<file path="src/hdl/slr_pkg.sv">
`timescale 1ns / 1ps
// ----------------------------------------------------------------------------
// slr_pkg
// shared types, constants and helpers of the string table record locator
// ----------------------------------------------------------------------------
package slr_pkg;

    localparam int POS_W = 24;
    localparam int LEN_W = 15;
    localparam int IDX_W = 16;

    localparam logic [7:0] LEN_EXT_FLAG = 8'h80;
    localparam logic [7:0] LEN_LOW_MASK = 8'h7f;

    // configuration register indexes (word address bit 2)
    localparam logic REG_WANTED_INDEX    = 1'b0;
    localparam logic REG_RESOURCE_LENGTH = 1'b1;

    typedef enum logic [1:0] {
        ST_FOUND  = 2'd0,
        ST_HEADER = 2'd1,
        ST_TRUNC  = 2'd2,
        ST_ABSENT = 2'd3
    } t_status;

    typedef struct packed {
        t_status            status;
        logic [POS_W-1:0]   offset;
        logic [LEN_W-1:0]   length;
    } t_res_data;

    typedef struct packed {
        logic      valid;
        t_res_data data;
    } t_result;

    typedef struct packed {
        logic full;
        logic empty;
    } t_buf_status;

    // header magic 00 45 53 ff
    function automatic logic [7:0] magic_byte(input logic [1:0] idx);
        logic [7:0] val;
        case (idx)
            2'd0:    val = 8'h00;
            2'd1:    val = 8'h45;
            2'd2:    val = 8'h53;
            default: val = 8'hff;
        endcase
        return val;
    endfunction

endpackage

</file>
<file path="src/hdl/slr_parser.sv">
`timescale 1ns / 1ps
// ----------------------------------------------------------------------------
// slr_parser
// per-byte parse state and single-pass step logic of the record walk
// ----------------------------------------------------------------------------
module slr_parser (
    input  logic                          i_clk,
    input  logic                          i_rst_n,
    input  logic                          i_step,
    input  logic [7:0]                    i_data_byte,
    input  logic                          i_first,
    input  logic [slr_pkg::IDX_W-1:0]     i_wanted_index,
    input  logic [slr_pkg::POS_W-1:0]     i_resource_length,
    output slr_pkg::t_result              o_result
);
    import slr_pkg::*;

    typedef enum logic [2:0] {
        PH_DONE  = 3'd0,
        PH_MAGIC = 3'd1,
        PH_LEN1  = 3'd2,
        PH_LEN2  = 3'd3,
        PH_SKIP  = 3'd4
    } t_phase;

    t_phase             r_phase, n_phase, e_phase;
    logic [POS_W-1:0]   r_pos, n_pos, e_pos;
    logic [LEN_W-1:0]   r_skip, n_skip, e_skip;
    logic [IDX_W-1:0]   r_recs, n_recs, e_recs;
    logic [6:0]         r_hi, n_hi, e_hi;

    logic [POS_W:0]     pos_inc;
    logic [POS_W+1:0]   rec_end;
    logic [LEN_W-1:0]   rec_len;
    logic               take;
    logic               fin;
    t_status            fin_status;
    logic [POS_W-1:0]   fin_offset;
    logic [LEN_W-1:0]   fin_length;

    always_comb begin
        // a first byte restarts the parse before the byte itself is looked at
        e_phase = r_phase;
        e_pos   = r_pos;
        e_skip  = r_skip;
        e_recs  = r_recs;
        e_hi    = r_hi;
        if (i_first) begin
            e_phase = PH_MAGIC;
            e_pos   = '0;
            e_skip  = '0;
            e_recs  = i_wanted_index;
            e_hi    = '0;
        end

        n_phase = e_phase;
        n_pos   = e_pos;
        n_skip  = e_skip;
        n_recs  = e_recs;
        n_hi    = e_hi;

        pos_inc = {1'b0, e_pos} + {{POS_W{1'b0}}, 1'b1};
        if (e_phase == PH_LEN2) begin
            rec_len = {e_hi, i_data_byte};
        end else begin
            rec_len = {8'd0, i_data_byte[6:0] & LEN_LOW_MASK[6:0]};
        end
        rec_end = {1'b0, pos_inc} + {{(POS_W+2-LEN_W){1'b0}}, rec_len};

        take       = 1'b0;
        fin        = 1'b0;
        fin_status = ST_FOUND;
        fin_offset = '0;
        fin_length = '0;

        if (i_first && (i_resource_length < 24'd4)) begin
            fin        = 1'b1;
            fin_status = ST_HEADER;
        end else begin
            case (e_phase)
                PH_MAGIC: begin
                    if (i_data_byte != magic_byte(e_pos[1:0])) begin
                        fin        = 1'b1;
                        fin_status = ST_HEADER;
                    end else begin
                        n_pos = pos_inc[POS_W-1:0];
                        if (pos_inc[POS_W-1:0] >= 24'd4) begin
                            if (pos_inc[POS_W-1:0] >= i_resource_length) begin
                                fin        = 1'b1;
                                fin_status = ST_ABSENT;
                            end else begin
                                n_phase = PH_LEN1;
                            end
                        end
                    end
                end
                PH_LEN1: begin
                    if ((i_data_byte & LEN_EXT_FLAG) != 8'd0) begin
                        if (pos_inc >= {1'b0, i_resource_length}) begin
                            fin        = 1'b1;
                            fin_status = ST_TRUNC;
                        end else begin
                            n_hi    = i_data_byte[6:0];
                            n_pos   = pos_inc[POS_W-1:0];
                            n_phase = PH_LEN2;
                        end
                    end else begin
                        take = 1'b1;
                    end
                end
                PH_LEN2: begin
                    take = 1'b1;
                end
                PH_SKIP: begin
                    n_pos  = pos_inc[POS_W-1:0];
                    n_skip = e_skip - 15'd1;
                    if (n_skip == '0) begin
                        if (pos_inc[POS_W-1:0] >= i_resource_length) begin
                            fin        = 1'b1;
                            fin_status = ST_ABSENT;
                        end else begin
                            n_phase = PH_LEN1;
                        end
                    end
                end
                default: begin
                end
            endcase
        end

        // complete length prefix: overrun check, hit, or pass the record
        if (take) begin
            if (rec_end > {2'b00, i_resource_length}) begin
                fin        = 1'b1;
                fin_status = ST_TRUNC;
            end else if (e_recs == '0) begin
                fin        = 1'b1;
                fin_status = ST_FOUND;
                fin_offset = pos_inc[POS_W-1:0];
                fin_length = rec_len;
            end else begin
                n_recs = e_recs - 16'd1;
                n_pos  = pos_inc[POS_W-1:0];
                if (rec_len == '0) begin
                    if (pos_inc[POS_W-1:0] >= i_resource_length) begin
                        fin        = 1'b1;
                        fin_status = ST_ABSENT;
                    end else begin
                        n_phase = PH_LEN1;
                    end
                end else begin
                    n_skip  = rec_len;
                    n_phase = PH_SKIP;
                end
            end
        end

        if (fin) begin
            n_phase = PH_DONE;
        end

        o_result.valid       = i_step && fin;
        o_result.data.status = fin_status;
        o_result.data.offset = fin_offset;
        o_result.data.length = fin_length;
    end

    always_ff @(posedge i_clk) begin
        if (!i_rst_n) begin
            r_phase <= PH_DONE;
            r_pos   <= '0;
            r_skip  <= '0;
            r_recs  <= '0;
            r_hi    <= '0;
        end else if (i_step) begin
            r_phase <= n_phase;
            r_pos   <= n_pos;
            r_skip  <= n_skip;
            r_recs  <= n_recs;
            r_hi    <= n_hi;
        end
    end

    // a found record always lies after the header and its own prefix
    a_found_after_header: assert property (@(posedge i_clk) disable iff (!i_rst_n)
        (o_result.valid && (o_result.data.status == ST_FOUND))
            |-> (o_result.data.offset >= 24'd5))
        else $error("found offset inside header");

    // a found record fits inside the resource
    a_found_fits: assert property (@(posedge i_clk) disable iff (!i_rst_n)
        (o_result.valid && (o_result.data.status == ST_FOUND))
            |-> (({1'b0, o_result.data.offset} + {10'd0, o_result.data.length})
                 <= {1'b0, i_resource_length}))
        else $error("found record overruns resource");

    // once done, only a first byte can produce a result
    a_done_quiet: assert property (@(posedge i_clk) disable iff (!i_rst_n)
        (i_step && (r_phase == PH_DONE) && !i_first) |-> !o_result.valid)
        else $error("result while parse done");

endmodule

</file>
<file path="src/hdl/slr_out_buf.sv">
`timescale 1ns / 1ps
// ----------------------------------------------------------------------------
// slr_out_buf
// two-entry result buffer that decouples the parser from output stalls
// ----------------------------------------------------------------------------
module slr_out_buf (
    input  logic                          i_clk,
    input  logic                          i_rst_n,
    input  slr_pkg::t_result              i_push,
    input  logic                          i_out_stall,
    output logic                          o_out_valid,
    output slr_pkg::t_res_data            o_out_data,
    output slr_pkg::t_buf_status          o_status
);
    import slr_pkg::*;

    t_res_data   r_entry [2];
    logic        r_head, n_head;
    logic        r_tail, n_tail;
    logic [1:0]  r_count, n_count;
    logic        pop;

    assign pop            = (r_count != 2'd0) && !i_out_stall;
    assign o_out_valid    = (r_count != 2'd0);
    assign o_out_data     = r_entry[r_head];
    assign o_status.full  = (r_count == 2'd2);
    assign o_status.empty = (r_count == 2'd0);

    always_comb begin
        n_head  = r_head ^ pop;
        n_tail  = r_tail ^ i_push.valid;
        n_count = r_count + {1'b0, i_push.valid} - {1'b0, pop};
    end

    always_ff @(posedge i_clk) begin
        if (!i_rst_n) begin
            r_head  <= 1'b0;
            r_tail  <= 1'b0;
            r_count <= 2'd0;
        end else begin
            r_head  <= n_head;
            r_tail  <= n_tail;
            r_count <= n_count;
        end
    end

    always_ff @(posedge i_clk) begin
        if (i_push.valid) begin
            r_entry[r_tail] <= i_push.data;
        end
    end

endmodule

</file>
<file path="src/hdl/string_table_record_locator.sv">
`timescale 1ns / 1ps
// ----------------------------------------------------------------------------
// string_table_record_locator
// scans a serialized string table byte by byte and locates one record
// ----------------------------------------------------------------------------
// usage
//   input channel (i_in_valid / o_in_stall) carries one resource byte per
//   transfer; i_first marks byte 0 and restarts the parse. the output channel
//   (o_out_valid / i_out_stall) carries at most one result per resource:
//   status, text offset and text length of the record numbered wanted_index.
//   registers wanted_index (addr 0) and resource_length (addr 4) are written
//   over the apb port while no resource is in flight.
// timing
//   a byte is taken into the input register, stepped through the parser from
//   there, and its result lands in a two-entry output buffer, from which it
//   transfers on the output channel. throughput is one byte per cycle while
//   the output buffer has room, set by the single parser step between input
//   register and output buffer.
// stalls and reset
//   when the receiver stalls, results pile up in the output buffer; with both
//   entries full the parser holds and o_in_stall rises. reset clears the
//   handshake and leaves the parser done, ignoring bytes until a first byte.
// ----------------------------------------------------------------------------
module string_table_record_locator (
    input  logic                        i_clk,
    input  logic                        i_rst_n,
    // input channel
    input  logic                        i_in_valid,
    output logic                        o_in_stall,
    input  logic [7:0]                  i_data_byte,
    input  logic                        i_first,
    // output channel
    output logic                        o_out_valid,
    input  logic                        i_out_stall,
    output logic [1:0]                  o_status,
    output logic [slr_pkg::POS_W-1:0]   o_string_offset,
    output logic [slr_pkg::LEN_W-1:0]   o_string_length,
    // configuration port
    input  logic                        psel,
    input  logic                        penable,
    input  logic                        pwrite,
    input  logic [2:0]                  paddr,
    input  logic [31:0]                 pwdata,
    output logic [31:0]                 prdata,
    output logic                        pready
);
    import slr_pkg::*;

    // configuration registers
    logic [IDX_W-1:0]   r_wanted_index;
    logic [POS_W-1:0]   r_resource_length;
    logic               cfg_wr;

    // input register
    logic               r_in_valid;
    logic [7:0]         r_in_byte;
    logic               r_in_first;
    logic               in_xfer;
    logic               advance;

    t_result            parse_res;
    t_res_data          out_data;
    t_buf_status        buf_stat;

    assign pready = 1'b1;
    assign cfg_wr = psel && penable && pwrite && pready;

    always_ff @(posedge i_clk) begin
        if (!i_rst_n) begin
            r_wanted_index    <= '0;
            r_resource_length <= 24'd1;
        end else if (cfg_wr) begin
            case (paddr[2])
                REG_WANTED_INDEX:    r_wanted_index    <= pwdata[IDX_W-1:0];
                REG_RESOURCE_LENGTH: r_resource_length <= pwdata[POS_W-1:0];
                default: begin
                end
            endcase
        end
    end

    // read mux
    always_comb begin
        case (paddr[2])
            REG_WANTED_INDEX:    prdata = {16'd0, r_wanted_index};
            REG_RESOURCE_LENGTH: prdata = {8'd0, r_resource_length};
            default:             prdata = '0;
        endcase
    end

    // the parser steps whenever a byte waits and the result buffer has room;
    // stall depends on registers only
    assign advance    = r_in_valid && !buf_stat.full;
    assign o_in_stall = r_in_valid && buf_stat.full;
    assign in_xfer    = i_in_valid && !o_in_stall;

    always_ff @(posedge i_clk) begin
        if (!i_rst_n) begin
            r_in_valid <= 1'b0;
        end else if (in_xfer) begin
            r_in_valid <= 1'b1;
        end else if (advance) begin
            r_in_valid <= 1'b0;
        end
    end

    // byte payload, no reset needed
    always_ff @(posedge i_clk) begin
        if (in_xfer) begin
            r_in_byte  <= i_data_byte;
            r_in_first <= i_first;
        end
    end

    slr_parser u_parser (
        .i_clk             (i_clk),
        .i_rst_n           (i_rst_n),
        .i_step            (advance),
        .i_data_byte       (r_in_byte),
        .i_first           (r_in_first),
        .i_wanted_index    (r_wanted_index),
        .i_resource_length (r_resource_length),
        .o_result          (parse_res)
    );

    slr_out_buf u_out_buf (
        .i_clk       (i_clk),
        .i_rst_n     (i_rst_n),
        .i_push      (parse_res),
        .i_out_stall (i_out_stall),
        .o_out_valid (o_out_valid),
        .o_out_data  (out_data),
        .o_status    (buf_stat)
    );

    assign o_status        = out_data.status;
    assign o_string_offset = out_data.offset;
    assign o_string_length = out_data.length;

    // input stalls only for a waiting byte behind a full result buffer
    a_stall_cause: assert property (@(posedge i_clk) disable iff (!i_rst_n)
        o_in_stall |-> (r_in_valid && buf_stat.full))
        else $error("input stall without full buffer");

    // a result from the parser is offered at the output on the next cycle
    a_result_shows: assert property (@(posedge i_clk) disable iff (!i_rst_n)
        parse_res.valid |=> o_out_valid)
        else $error("parser result not offered");

    // an empty result buffer offers nothing
    a_empty_quiet: assert property (@(posedge i_clk) disable iff (!i_rst_n)
        buf_stat.empty |-> !o_out_valid)
        else $error("output valid from empty buffer");

    // nothing is offered right after reset
    a_reset_empty: assert property (@(posedge i_clk) disable iff (!i_rst_n)
        $past(!i_rst_n) |-> !o_out_valid)
        else $error("output valid after reset");

endmodule

</file>
<file path="config.mk">
export PLATFORM = sky130hd
export DESIGN_NAME = string_table_record_locator
export DESIGN_NICKNAME = d
export VERILOG_FILES = /design/src/hdl/slr_pkg.sv /design/src/hdl/slr_parser.sv /design/src/hdl/slr_out_buf.sv /design/src/hdl/string_table_record_locator.sv
export SDC_FILE = /design/constraint.sdc
export NUM_CORES = 1
export LEC_CHECK = 0
export BUFFER_PORTS_ARGS = -buffer_cell sky130_fd_sc_hd__clkbuf_2
export CAP_MARGIN = 30
export CORE_ASPECT_RATIO = 1.4
export CORE_MARGIN = 1.5
export CORE_UTILIZATION = 55
export DETAILED_ROUTE_END_ITERATION = 6
export HOLD_SLACK_MARGIN = 0.02
export PLACE_DENSITY = 0.88
export SLEW_MARGIN = 20
export SYNTH_ARGS = -nofsm -noshare
export SYNTH_HDL_FRONTEND = slang
export SYNTH_SLANG_ARGS = --single-unit
</file>
<file path="constraint.sdc">
create_clock -name i_clk -period 8.32 [get_ports i_clk]
set_input_delay 0.832 -clock i_clk [delete_from_list [all_inputs] [get_ports i_clk]]
set_output_delay 0.832 -clock i_clk [all_outputs]
set_load 0.02 [all_outputs]
</file>
==> results.json, run 1 <==
{
  "path_class": "reg2reg",
  "ios": 127,
  "tns_ns": 0,
  "crit_fanout": 11,
  "switching_share_pct": 34.5,
  "utilization_pct": 61.5,
  "cap_violations": 0,
  "grt_max_degree": 70,
  "syn-instance-count": 1627,
  "hold_buffers": 0,
  "async_flop_share_pct": 0,
  "clock_sinks": 202,
  "ys_seq_area_share_pct": 35.9,
  "track_usage_pct": 30.8,
  "hold_slack_ns": 0.452,
  "cpPeakStageDelay_ns": 0.51,
  "antenna_found_initial": 0,
  "synth_top_area_cell": "edfxtp_1",
  "period_share_pct": 84.3,
  "drc_errors": 2,
  "max_slew_margin_pct": 37.4,
  "skew_ns": 0.0237,
  "dp_hpwl_um": 29700,
  "nNetsFinal": 1804,
  "synth.most_common_cell": "nand2_1",
  "power_switching_mw": 1.00,
  "dpl_cell_area_sq_um": 14500,
  "final_cells": 2016,
  "grt_first_pass_wirelength_um": 63700,
  "cts_tree": "built",
  "setup_viol": 0,
  "cp_common_cell": "ha_1",
  "ys_types": 104,
  "rows": 68,
  "failed_checks": "DRC",
  "synthFlopType": "dfxtp_1",
  "drtIter0Drc": 1561,
  "die_h_um": 191,
  "p_leak_nw": 5.85,
  "grt_overflow": 0,
  "ys_seq_elements": 202,
  "placed_cells": 1978,
  "area_growth_pct": 9.74,
  "multiInputGateArea_sq_um": 8070,
  "yosys-top-cells-area": "edfxtp_1, dfxtp_1, ha_1",
  "layout_min_cycle_time_ns": 7.01,
  "start_util_pct": 56.0,
  "ir_drop_v": 0.000150,
  "clock_path_buffers": 3,
  "die-area_sq_um": 26100,
  "seqPwrFrac_pct": 41.4,
  "fillers": 2128,
  "drv_slew": 0,
  "viasPerCell": 6.45,
  "totalWireLength_um": 40800,
  "wl_per_cell_um": 20.2,
  "ant_nets": 0,
  "synth_area_sq_um": 13800,
  "crit_end": "u_out_buf.r_count[1]",
  "rr_worst_depth": 30,
  "gp_congestion": 0.975,
  "crit_slowest_cell": "dfxtp_1",
  "grt_pass1_vias": 12500,
  "pwr-share-comb_pct": 28.8,
  "crit_required_ns": 8.68,
  "r2r-end": "u_out_buf.r_count[1]",
  "fmax_mhz": 143,
  "antenna_cells": 0,
  "worstSkewPairLatency_ns": 0.51,
  "firstDrtPassIters": 7,
  "ctsResizeCount": 0,
  "worst_pin_slew_ns": 0.931,
  "drive_above_1_share_pct": 16.2,
  "rsz0062_at_grt": "no",
  "port_buffers": 107,
  "syn_area_per_cell_sq_um": 8.49,
  "p_int_mw": 1.90,
  "cp.arrival_ns": 7.38,
  "hold_path_class": "reg2reg",
  "finalHoldViolations": 0,
  "startpoint": "u_parser.r_pos[0]",
  "r2r_start": "u_parser.r_pos[0]",
  "ctsRootBufferMaster": "clkbuf_16",
  "synth_edf_count": 91,
  "critPathLaunchType": "flip-flop",
  "core_sq_um": 24700,
  "seqCellArea_sq_um": 4960,
  "status": "complete, but fails checks",
  "die_w_um": 137,
  "crit_path_end_kind": "flip-flop",
  "num_vias": 13000,
  "synthDominantCellAreaShare_pct": 19.8,
  "yosysWarnings": 0,
  "final_area_sq_um": 15200,
  "cts_buffers": 20,
  "cts_max_level": 1,
  "pwr-share-clk_pct": 29.7,
  "regToRegSetupSlack_ns": 1.31,
  "clk_pin_slew_ns": 0.07,
  "post_cts_buffers": 0,
  "ys_top_cells_by_count": "nand2_1, nor2_1, a21oi_1, dfxtp_1, edfxtp_1",
  "powerDensity_nw_per_um2": 191
}
## state kept, by name (all words and copies together) (netlist names), 2 cells and up, named ones only
| name | count |
|---|---|
| u_out_buf.r_entry | 82 |
| r_resource_length | 24 |
| r_wanted_index | 16 |
| u_parser.r_recs | 16 |
| u_parser.r_hi | 7 |
| u_parser.r_pos | 24 |
| r_in_byte | 8 |
| u_parser.r_phase | 3 |
| u_parser.r_skip | 15 |
| u_out_buf.r_count | 2 |
## worst min-delay path by stage
stage	startpoint	endpoint	slack (ns)	cells past startpoint
2_1_floorplan	u_parser.r_recs[0]	u_parser.r_recs[0]	0.43	2
3_3_place_gp	u_parser.r_pos[23]	u_parser.r_pos[23]	0.44	2
3_5_place_dp	u_parser.r_recs[0]	u_parser.r_recs[0]	0.45	2
4_1_cts	u_parser.r_recs[0]	u_parser.r_recs[0]	0.45	2
5_1_grt	u_parser.r_recs[1]	u_parser.r_recs[1]	0.48	2
6_report	u_parser.r_recs[1]	u_parser.r_recs[1]	0.45	2
## through the flow
step	worst slack [ns]	power (mW)
floorplan	0.459	1.81
global placement	1.46	2.02
detailed placement	1.35	2.04
CTS	1.31	2.89
global route	0.916	3.01
finish	1.31	2.90
## cells by family (layout without fill, tap and decap cells)
group,after synthesis,in the layout,synth area share [%]
AO/OA/AOI/OAI,409,409,20.3
XOR/XNOR,59,59,3.85
adder cells (fa/ha/maj),69,69,6.25
buffers and inverters,199,266,6.02
flip-flops,202,202,35.9
multiplexers,75,75,5.99
other,2,9,0.0544
AND/OR/NAND/NOR,612,612,21.7
## critical path, delay by kind of cell (launching register included)
family,cells,cell delay [ns]
buffers and inverters,2,0.35
xor gates and xnor gates,3,0.43
DFF,1,0.51
and+or+nand+nor,5,0.96
adders and majority gates,4,1.23
AOI/OAI and AO/OA,16,3.38
## per-layer routing
| metal | vias to the layer above | wire length, um | global-route usage [%] |
|---|---|---|---|
| met4 | 0 | 2550 | 18.9 |
| met3 | 181 | 3480 | 4.28 |
| met5 | - | 0 | 0 |
| li1 | 6054 | - | - |
| met1 | 6052 | 15100 | 36.9 |
| met2 | 719 | 19700 | 51.9 |
## placed cells by master, fill, tap and decap left out, drive strengths merged, types with 7 or more instances in the layout
cell / netlist / layout
buf: 52 / 30
clkinv: 3 / 8
nand2: 196 / 196
nor4: 24 / 24
dfxtp: 111 / 111
o21ai: 65 / 65
a22o: 7 / 7
nand2b: 12 / 12
a32oi: 7 / 7
a311oi: 10 / 10
nor3: 51 / 51
edfxtp: 91 / 91
inv: 90 / 93
conb: 2 / 9
a31oi: 22 / 22
o22ai: 7 / 7
nand4: 28 / 28
o31ai: 10 / 10
o21a: 9 / 9
clkbuf: 54 / 132
mux2: 61 / 61
a21oi: 126 / 126
nor2b: 19 / 19
and2: 8 / 8
ha: 65 / 65
or3: 17 / 17
xor2: 16 / 16
o211ai: 16 / 16
xnor2: 43 / 43
a21o: 23 / 23
a211oi: 23 / 23
nand3: 52 / 52
mux2i: 14 / 14
nor2: 148 / 148
or2: 12 / 12
and3: 17 / 17
## layout make-up
cell class / instances / share of cell area, %
multi-input combinational: 1233 / 53.3
sequential: 202 / 32.7
timing repair buffer: 137 / 5.13
clock buffer: 25 / 3.56
tap: 315 / 2.60
inverter: 93 / 2.30
clock inverter: 11 / 0.462
## power by group through the flow
stage                     sequential [mW]  clock [mW]  combinational, mW
final                                1.20       0.863              0.836
after global routing                 1.21       0.904              0.900
after CTS                            1.20       0.867              0.821
after detailed placement             1.22           0              0.816
after global placement               1.22           0              0.802
after floorplan                      1.16           0              0.643
Power figures use the tool's default switching activity.
==> run 2, diff against run 1 <==
--- a/config.mk
+++ b/config.mk
@@ -5,6 +5,7 @@
 export SDC_FILE = /design/constraint.sdc
 export NUM_CORES = 1
 export LEC_CHECK = 0
+export ABC_AREA = 1
 export BUFFER_PORTS_ARGS = -buffer_cell sky130_fd_sc_hd__clkbuf_2
 export CAP_MARGIN = 30
 export CORE_ASPECT_RATIO = 1.4
@@ -12,7 +13,7 @@
 export CORE_UTILIZATION = 55
 export DETAILED_ROUTE_END_ITERATION = 6
 export HOLD_SLACK_MARGIN = 0.02
-export PLACE_DENSITY = 0.88
+export PLACE_DENSITY = 0.87
 export SLEW_MARGIN = 20
 export SYNTH_ARGS = -nofsm -noshare
 export SYNTH_HDL_FRONTEND = slang
==> constraint.sdc (replaced) <==
create_clock -name i_clk -period 6.03 [get_ports i_clk]
set_input_delay 0.603 -clock i_clk [delete_from_list [all_inputs] [get_ports i_clk]]
set_output_delay 0.603 -clock i_clk [all_outputs]
set_load 0.02 [all_outputs]
==> run 2 against run 1 <==
  * The flow still finishes with violations (DRC)
  * Core utilization grew 4.1 points
  * Synthesized area grew 3.7%
  * Final cell count grew 23%
  * Critical path depth grew 11
  * Routed wire length grew 7.9%
  * Total power grew 62%
  * Design area grew 10%
  * Non-clock buffer count grew 89
  * Clock power grew 58%
  * Global-route usage grew 0.80 points
  * Count of clock-buffer cells in the layout shrank 1
  * Largest power group is now combinational cells
  * Highest routed layer unchanged
==> results.json, run 2 <==
{
  "cts_buffers": 21,
  "hold_path_class": "in2reg",
  "seqCellArea_sq_um": 4960,
  "grt_overflow": 0,
  "num_vias": 14500,
  "area_growth_pct": 16.5,
  "crit_path_end_kind": "flip-flop",
  "yosysWarnings": 0,
  "async_flop_share_pct": 0,
  "ys_types": 64,
  "finalHoldViolations": 0,
  "rows": 69,
  "cap_violations": 0,
  "synthFlopType": "dfxtp_1",
  "die_h_um": 194,
  "drv_slew": 0,
  "final_area_sq_um": 16700,
  "final_common_cell": "nand2_1",
  "ant_nets": 0,
  "p_leak_nw": 7.92,
  "dp_hpwl_um": 32000,
  "setup_viol": 0,
  "nNetsFinal": 2271,
  "clk_pin_slew_ns": 0.07,
  "ys_seq_area_share_pct": 34.6,
  "synth.most_common_cell": "nand2_1",
  "syn-instance-count": 1990,
  "synthDominantCellAreaShare_pct": 19.1,
  "cts_tree": "built",
  "track_usage_pct": 31.6,
  "ys_top_cells_by_count": "nand2_1, inv_1, nor2_1, a21oi_1, o21ai_0",
  "gp_congestion": 0.980,
  "yosys-top-cells-area": "edfxtp_1, dfxtp_1, nand2_1",
  "drc_errors": 21,
  "grt_pass1_vias": 13800,
  "cp.arrival_ns": 6.11,
  "core_sq_um": 25500,
  "totalWireLength_um": 44000,
  "failed_checks": "DRC",
  "antenna_found_initial": 0,
  "viasPerCell": 5.82,
  "place_ws_ns": 0.111,
  "worstSkewPairLatency_ns": 0.53,
  "regToRegSetupSlack_ns": 0.34,
  "status": "complete, but fails checks",
  "start_util_pct": 56.2,
  "period_share_pct": 94.3,
  "crit_slowest_cell": "edfxtp_1",
  "cpPeakStageDelay_ns": 0.48,
  "drtIter0Drc": 1447,
  "dpl_cell_area_sq_um": 15700,
  "cp_common_cell": "nand2_1",
  "port_buffers": 107,
  "critPathLaunchType": "flip-flop",
  "firstDrtPassIters": 7,
  "crit_fanout": 5,
  "cts_max_level": 1,
  "largest_reg_flops": 82,
  "skew_ns": 0.0223,
  "clock_sinks": 202,
  "fillers": 2165,
  "worst_pin_slew_ns": 0.852,
  "fmax_mhz": 176,
  "largest-register": "u_out_buf.r_entry",
  "crit_required_ns": 6.45,
  "drive_above_1_share_pct": 18.8,
  "synth_top_area_cell": "edfxtp_1",
  "grt_first_pass_wirelength_um": 69200,
  "die_w_um": 139,
  "final_cells": 2488,
  "wl_per_cell_um": 17.7,
  "ctsRootBufferMaster": "clkbuf_16",
  "syn_area_per_cell_sq_um": 7.20,
  "antenna_cells": 0,
  "die-area_sq_um": 27000,
  "layout_min_cycle_time_ns": 5.69,
  "synth_area_sq_um": 14300,
  "layout.cells.most_common_list": "nand2_1, inv_1, nor2_1, a21oi_1, o21ai_0",
  "clock_path_buffers": 3,
  "multiInputGateArea_sq_um": 7960,
  "utilization_pct": 65.5,
  "placed_cells": 2442,
  "largest_registers": "u_out_buf.r_entry: 82 flops, r_resource_length: 24 flops, u_parser.r_pos: 24 flops",
  "max_slew_margin_pct": 43.2,
  "setup_ws_ns": 0.341,
  "grt_max_degree": 77,
  "ios": 127,
  "ys_seq_elements": 202,
  "powerDensity_nw_per_um2": 281,
  "hold_buffers": 0,
  "path_class": "reg2reg",
  "synth_edf_count": 91,
  "ir_drop_v": 0.000246
}
## run 2: cell count changes after synthesis, sizes merged, moves of 19 or more
cell | previous run | this run
a211oi | 23 | 2
xnor2 | 43 | 5
nand3 | 52 | 103
a21oi | 126 | 179
o21ai | 65 | 200
xor2 | 16 | 42
inv | 90 | 295
a21o | 23 | 3
mux2 | 61 | 41
nor2b | 19 | 0
nor2 | 148 | 206
nand2 | 196 | 394
nor3 | 51 | 18
## run 2: stage by stage
| step | TNS, ns | total power, mW | hold WS [ns] |
|---|---|---|---|
| finish | 0 | 4.68 | 0.260 |
| global route | -0.0239 | 4.90 | 0.259 |
| CTS | 0 | 4.60 | 0.254 |
| detailed placement | 0 | 3.25 | 0.459 |
| global placement | -0.350 | 3.21 | 0.452 |
| floorplan | 0 | 2.78 | 0.442 |
## run 2: cells by family after synthesis
group | count (synthesis) | share of synthesized area (%)
adders and majority gates | 66 | 5.82
muxes | 41 | 3.22
buffers and inverters | 391 | 11.2
AOI/OAI and AO/OA | 457 | 17.4
xor gates and xnor gates | 47 | 2.98
DFF | 202 | 34.6
and+or+nand+nor | 784 | 24.8
other | 2 | 0.0524
## run 2: metal layers
metal  wire length [um]  part of all wire (%)  GRT usage, %  up-vias
met1              16500                    37          38.9     6542
met5                  0                     0             0        -
met3               4120                   9.4          4.35      194
met2              20400                    46          52.7      810
li1                   -                     -             -     6946
met4               3020                   6.9          19.1        0
## run 2: critical path: cells and delay by family (launching register included)
| kind | cells | cell delay (ns) |
|---|---|---|
| DFF | 1 | 0.48 |
| and+or+nand+nor | 22 | 2.44 |
| xor gates and xnor gates | 2 | 0.26 |
| adders and majority gates | 3 | 0.71 |
| AOI/OAI and AO/OA | 5 | 0.63 |
| buffers and inverters | 9 | 1.07 |
## run 2: cell type report
class                   count  area share (%)
repair buffers            226            9.22
clock inverters            14            1.05
multi-input cells        1404            47.7
inverters                 299            6.74
well taps                 319            2.39
flip-flops and latches    202            29.7
clock buffers              24            3.22
## run 2: repair_timing
item / 4_1_cts / 5_1_grt
resized for setup: 0 / 35
setup buffers: 0 / 4
setup endpoints to repair: 0 / 224
## run 2: power by group
group          switching, mW  internal [mW]
sequential            0.0806           1.55
combinational           1.10          0.589
clock                  0.579          0.781
## run 2: final timing paths
path	from	to	cells after the start
min	i_data_byte[1]	r_in_byte[1]	1
max	r_in_first	u_out_buf.r_count[1]	41
min reg2reg	u_parser.r_recs[1]	u_parser.r_recs[1]	2
max reg2reg	r_in_first	u_out_buf.r_count[1]	41
==> run 3, diff against run 2 <==
--- a/config.mk
+++ b/config.mk
@@ -5,7 +5,6 @@
 export SDC_FILE = /design/constraint.sdc
 export NUM_CORES = 1
 export LEC_CHECK = 0
-export ABC_AREA = 1
 export BUFFER_PORTS_ARGS = -buffer_cell sky130_fd_sc_hd__clkbuf_2
 export CAP_MARGIN = 30
 export CORE_ASPECT_RATIO = 1.4
@@ -13,7 +12,7 @@
 export CORE_UTILIZATION = 55
 export DETAILED_ROUTE_END_ITERATION = 6
 export HOLD_SLACK_MARGIN = 0.02
-export PLACE_DENSITY = 0.87
+export PLACE_DENSITY = 0.88
 export SLEW_MARGIN = 20
 export SYNTH_ARGS = -nofsm -noshare
 export SYNTH_HDL_FRONTEND = slang
==> run 3 against run 2 <==
  * The run now ends clean
  * First-iteration DRC count grew 20%
  * Critical endpoint unchanged
  * Die area fell by 3.5%
  * Setup slack got worse by 0.22 ns
  * Non-clock buffer count shrank 25
  * Final cell count down 16%
  * Largest power group is now sequential cells
  * Largest cell class unchanged
  * Core utilization is 0.96 points lower
  * Design area is 4.5% lower
==> results.json, run 3 (same netlist as run 1, synthesis figures left out) <==
{
  "status": "finished, final reports clean",
  "track_usage_pct": 32.7,
  "crit_slowest_cell": "edfxtp_1",
  "grt_max_degree": 53,
  "fillers": 2013,
  "fmax_mhz": 169,
  "crit_path_end_kind": "flip-flop",
  "worstSkewPairLatency_ns": 0.52,
  "rsz0062_at_grt": "yes",
  "period_share_pct": 98.0,
  "viasPerCell": 6.55,
  "totalWireLength_um": 43200,
  "cts_buffers": 20,
  "max_slew_margin_pct": 26.8,
  "dp_hpwl_um": 31300,
  "cpPeakStageDelay_ns": 0.48,
  "ant_nets": 0,
  "multiInputGateArea_sq_um": 8280,
  "setup_viol": 0,
  "hold_buffers": 0,
  "ir_drop_v": 0.000242,
  "hold_slack_ns": 0.262,
  "seqPwrFrac_pct": 39.0,
  "cp_common_cell": "a21oi_2",
  "cp.arrival_ns": 6.29,
  "crit_required_ns": 6.41,
  "cts_tree": "built",
  "area_growth_pct": 15.3,
  "grt_overflow": 0,
  "clk_pin_slew_ns": 0.07,
  "pwr-share-comb_pct": 31.0,
  "path_class": "reg2reg",
  "crit_fanout": 10,
  "nNetsFinal": 1868,
  "utilization_pct": 64.6,
  "port_buffers": 107,
  "hold_path_class": "in2reg",
  "drive_above_1_share_pct": 21.1,
  "drv_slew": 0,
  "firstDrtPassIters": 7,
  "path_buf_inv": 3,
  "die-area_sq_um": 26100,
  "powerDensity_nw_per_um2": 261,
  "grt_pass1_vias": 13100,
  "clock_path_buffers": 3,
  "placed_cells": 2031,
  "p_leak_nw": 6.21,
  "power_switching_mw": 1.44,
  "drc_errors": 0,
  "largest_registers": "u_out_buf.r_entry: 82 flops, r_resource_length: 24 flops, u_parser.r_pos: 24 flops",
  "finalHoldViolations": 0,
  "p_int_mw": 2.72,
  "tns_ns": 0,
  "skew_ns": 0.0136,
  "ios": 127,
  "seqCellArea_sq_um": 4960,
  "switching_share_pct": 34.7,
  "largest_reg_flops": 82,
  "cpLargestDelayFamily": "compound AO/OA/AOI/OAI gates",
  "layout_min_cycle_time_ns": 5.91,
  "rows": 68,
  "layout.cells.most_common_list": "nand2_1, nor2_1, a21oi_1, dfxtp_1, clkbuf_2",
  "wl_per_cell_um": 20.8,
  "clock_sinks": 202,
  "power.total_mw": 4.16,
  "worst_pin_slew_ns": 1.09,
  "antenna_found_initial": 0,
  "cts_max_level": 1,
  "die_h_um": 191,
  "final_common_cell": "nand2_1",
  "num_vias": 13600,
  "final_cells": 2080,
  "die_w_um": 137,
  "grt_first_pass_wirelength_um": 67500,
  "antenna_cells": 0,
  "core_sq_um": 24700,
  "gp_congestion": 1.02,
  "pwr-share-clk_pct": 29.9,
  "critPathLaunchType": "flip-flop",
  "start_util_pct": 56.0,
  "largest-register": "u_out_buf.r_entry",
  "ctsRootBufferMaster": "clkbuf_16",
  "cap_violations": 0,
  "drtIter0Drc": 1734
}
[run 3: area by class of cell]
class	instances	area share (%)
well taps	315	2.47
clock inverters	14	0.691
inverters	93	2.20
clock buffers	22	3.32
repair buffers	201	8.22
multi-input cells	1233	52.0
flip-flops and latches	202	31.1
[run 3: power by group through the flow]
stage               clock (mW)  sequential, mW  combinational, mW
global route              1.30            1.63               1.38
global placement             0            1.67               1.17
detailed placement           0            1.68               1.20
floorplan                    0            1.60              0.910
CTS                       1.25            1.65               1.21
finish                    1.25            1.63               1.29
[run 3: path summary, 6_finish.rpt]
kind                            from                    to  slack [ns]  cells past startpoint
setup reg to reg          r_in_first  u_out_buf.r_count[1]        0.12                     30
hold reg to reg   u_parser.r_pos[23]    u_parser.r_pos[23]        0.46                      2
setup / recovery          r_in_first  u_out_buf.r_count[1]        0.12                     30
hold / removal        i_data_byte[5]          r_in_byte[5]        0.26                      1
[run 3: layer usage]
layer,vias up,global-route usage (%),wire (um)
li1,6179,-,-
met1,6402,38.7,16000
met2,805,54.4,20600
met3,239,5.64,3670
met4,0,21.0,3020
met5,-,0,0
[run 3: through the flow]
step,setup slack [ns],instance area [sq um]
after floorplan,0.00369,14000
after global placement,0.130,15100
after detailed placement,0.0478,15100
after CTS,0.0616,15800
after global routing,-0.0531,15900
final,0.120,15900
[run 3: repair_timing]
action	4_1_cts	5_1_grt
resized for setup	1	17
setup buffers	1	9
endpoints found under the setup margin	2	164
pin swaps	1	10
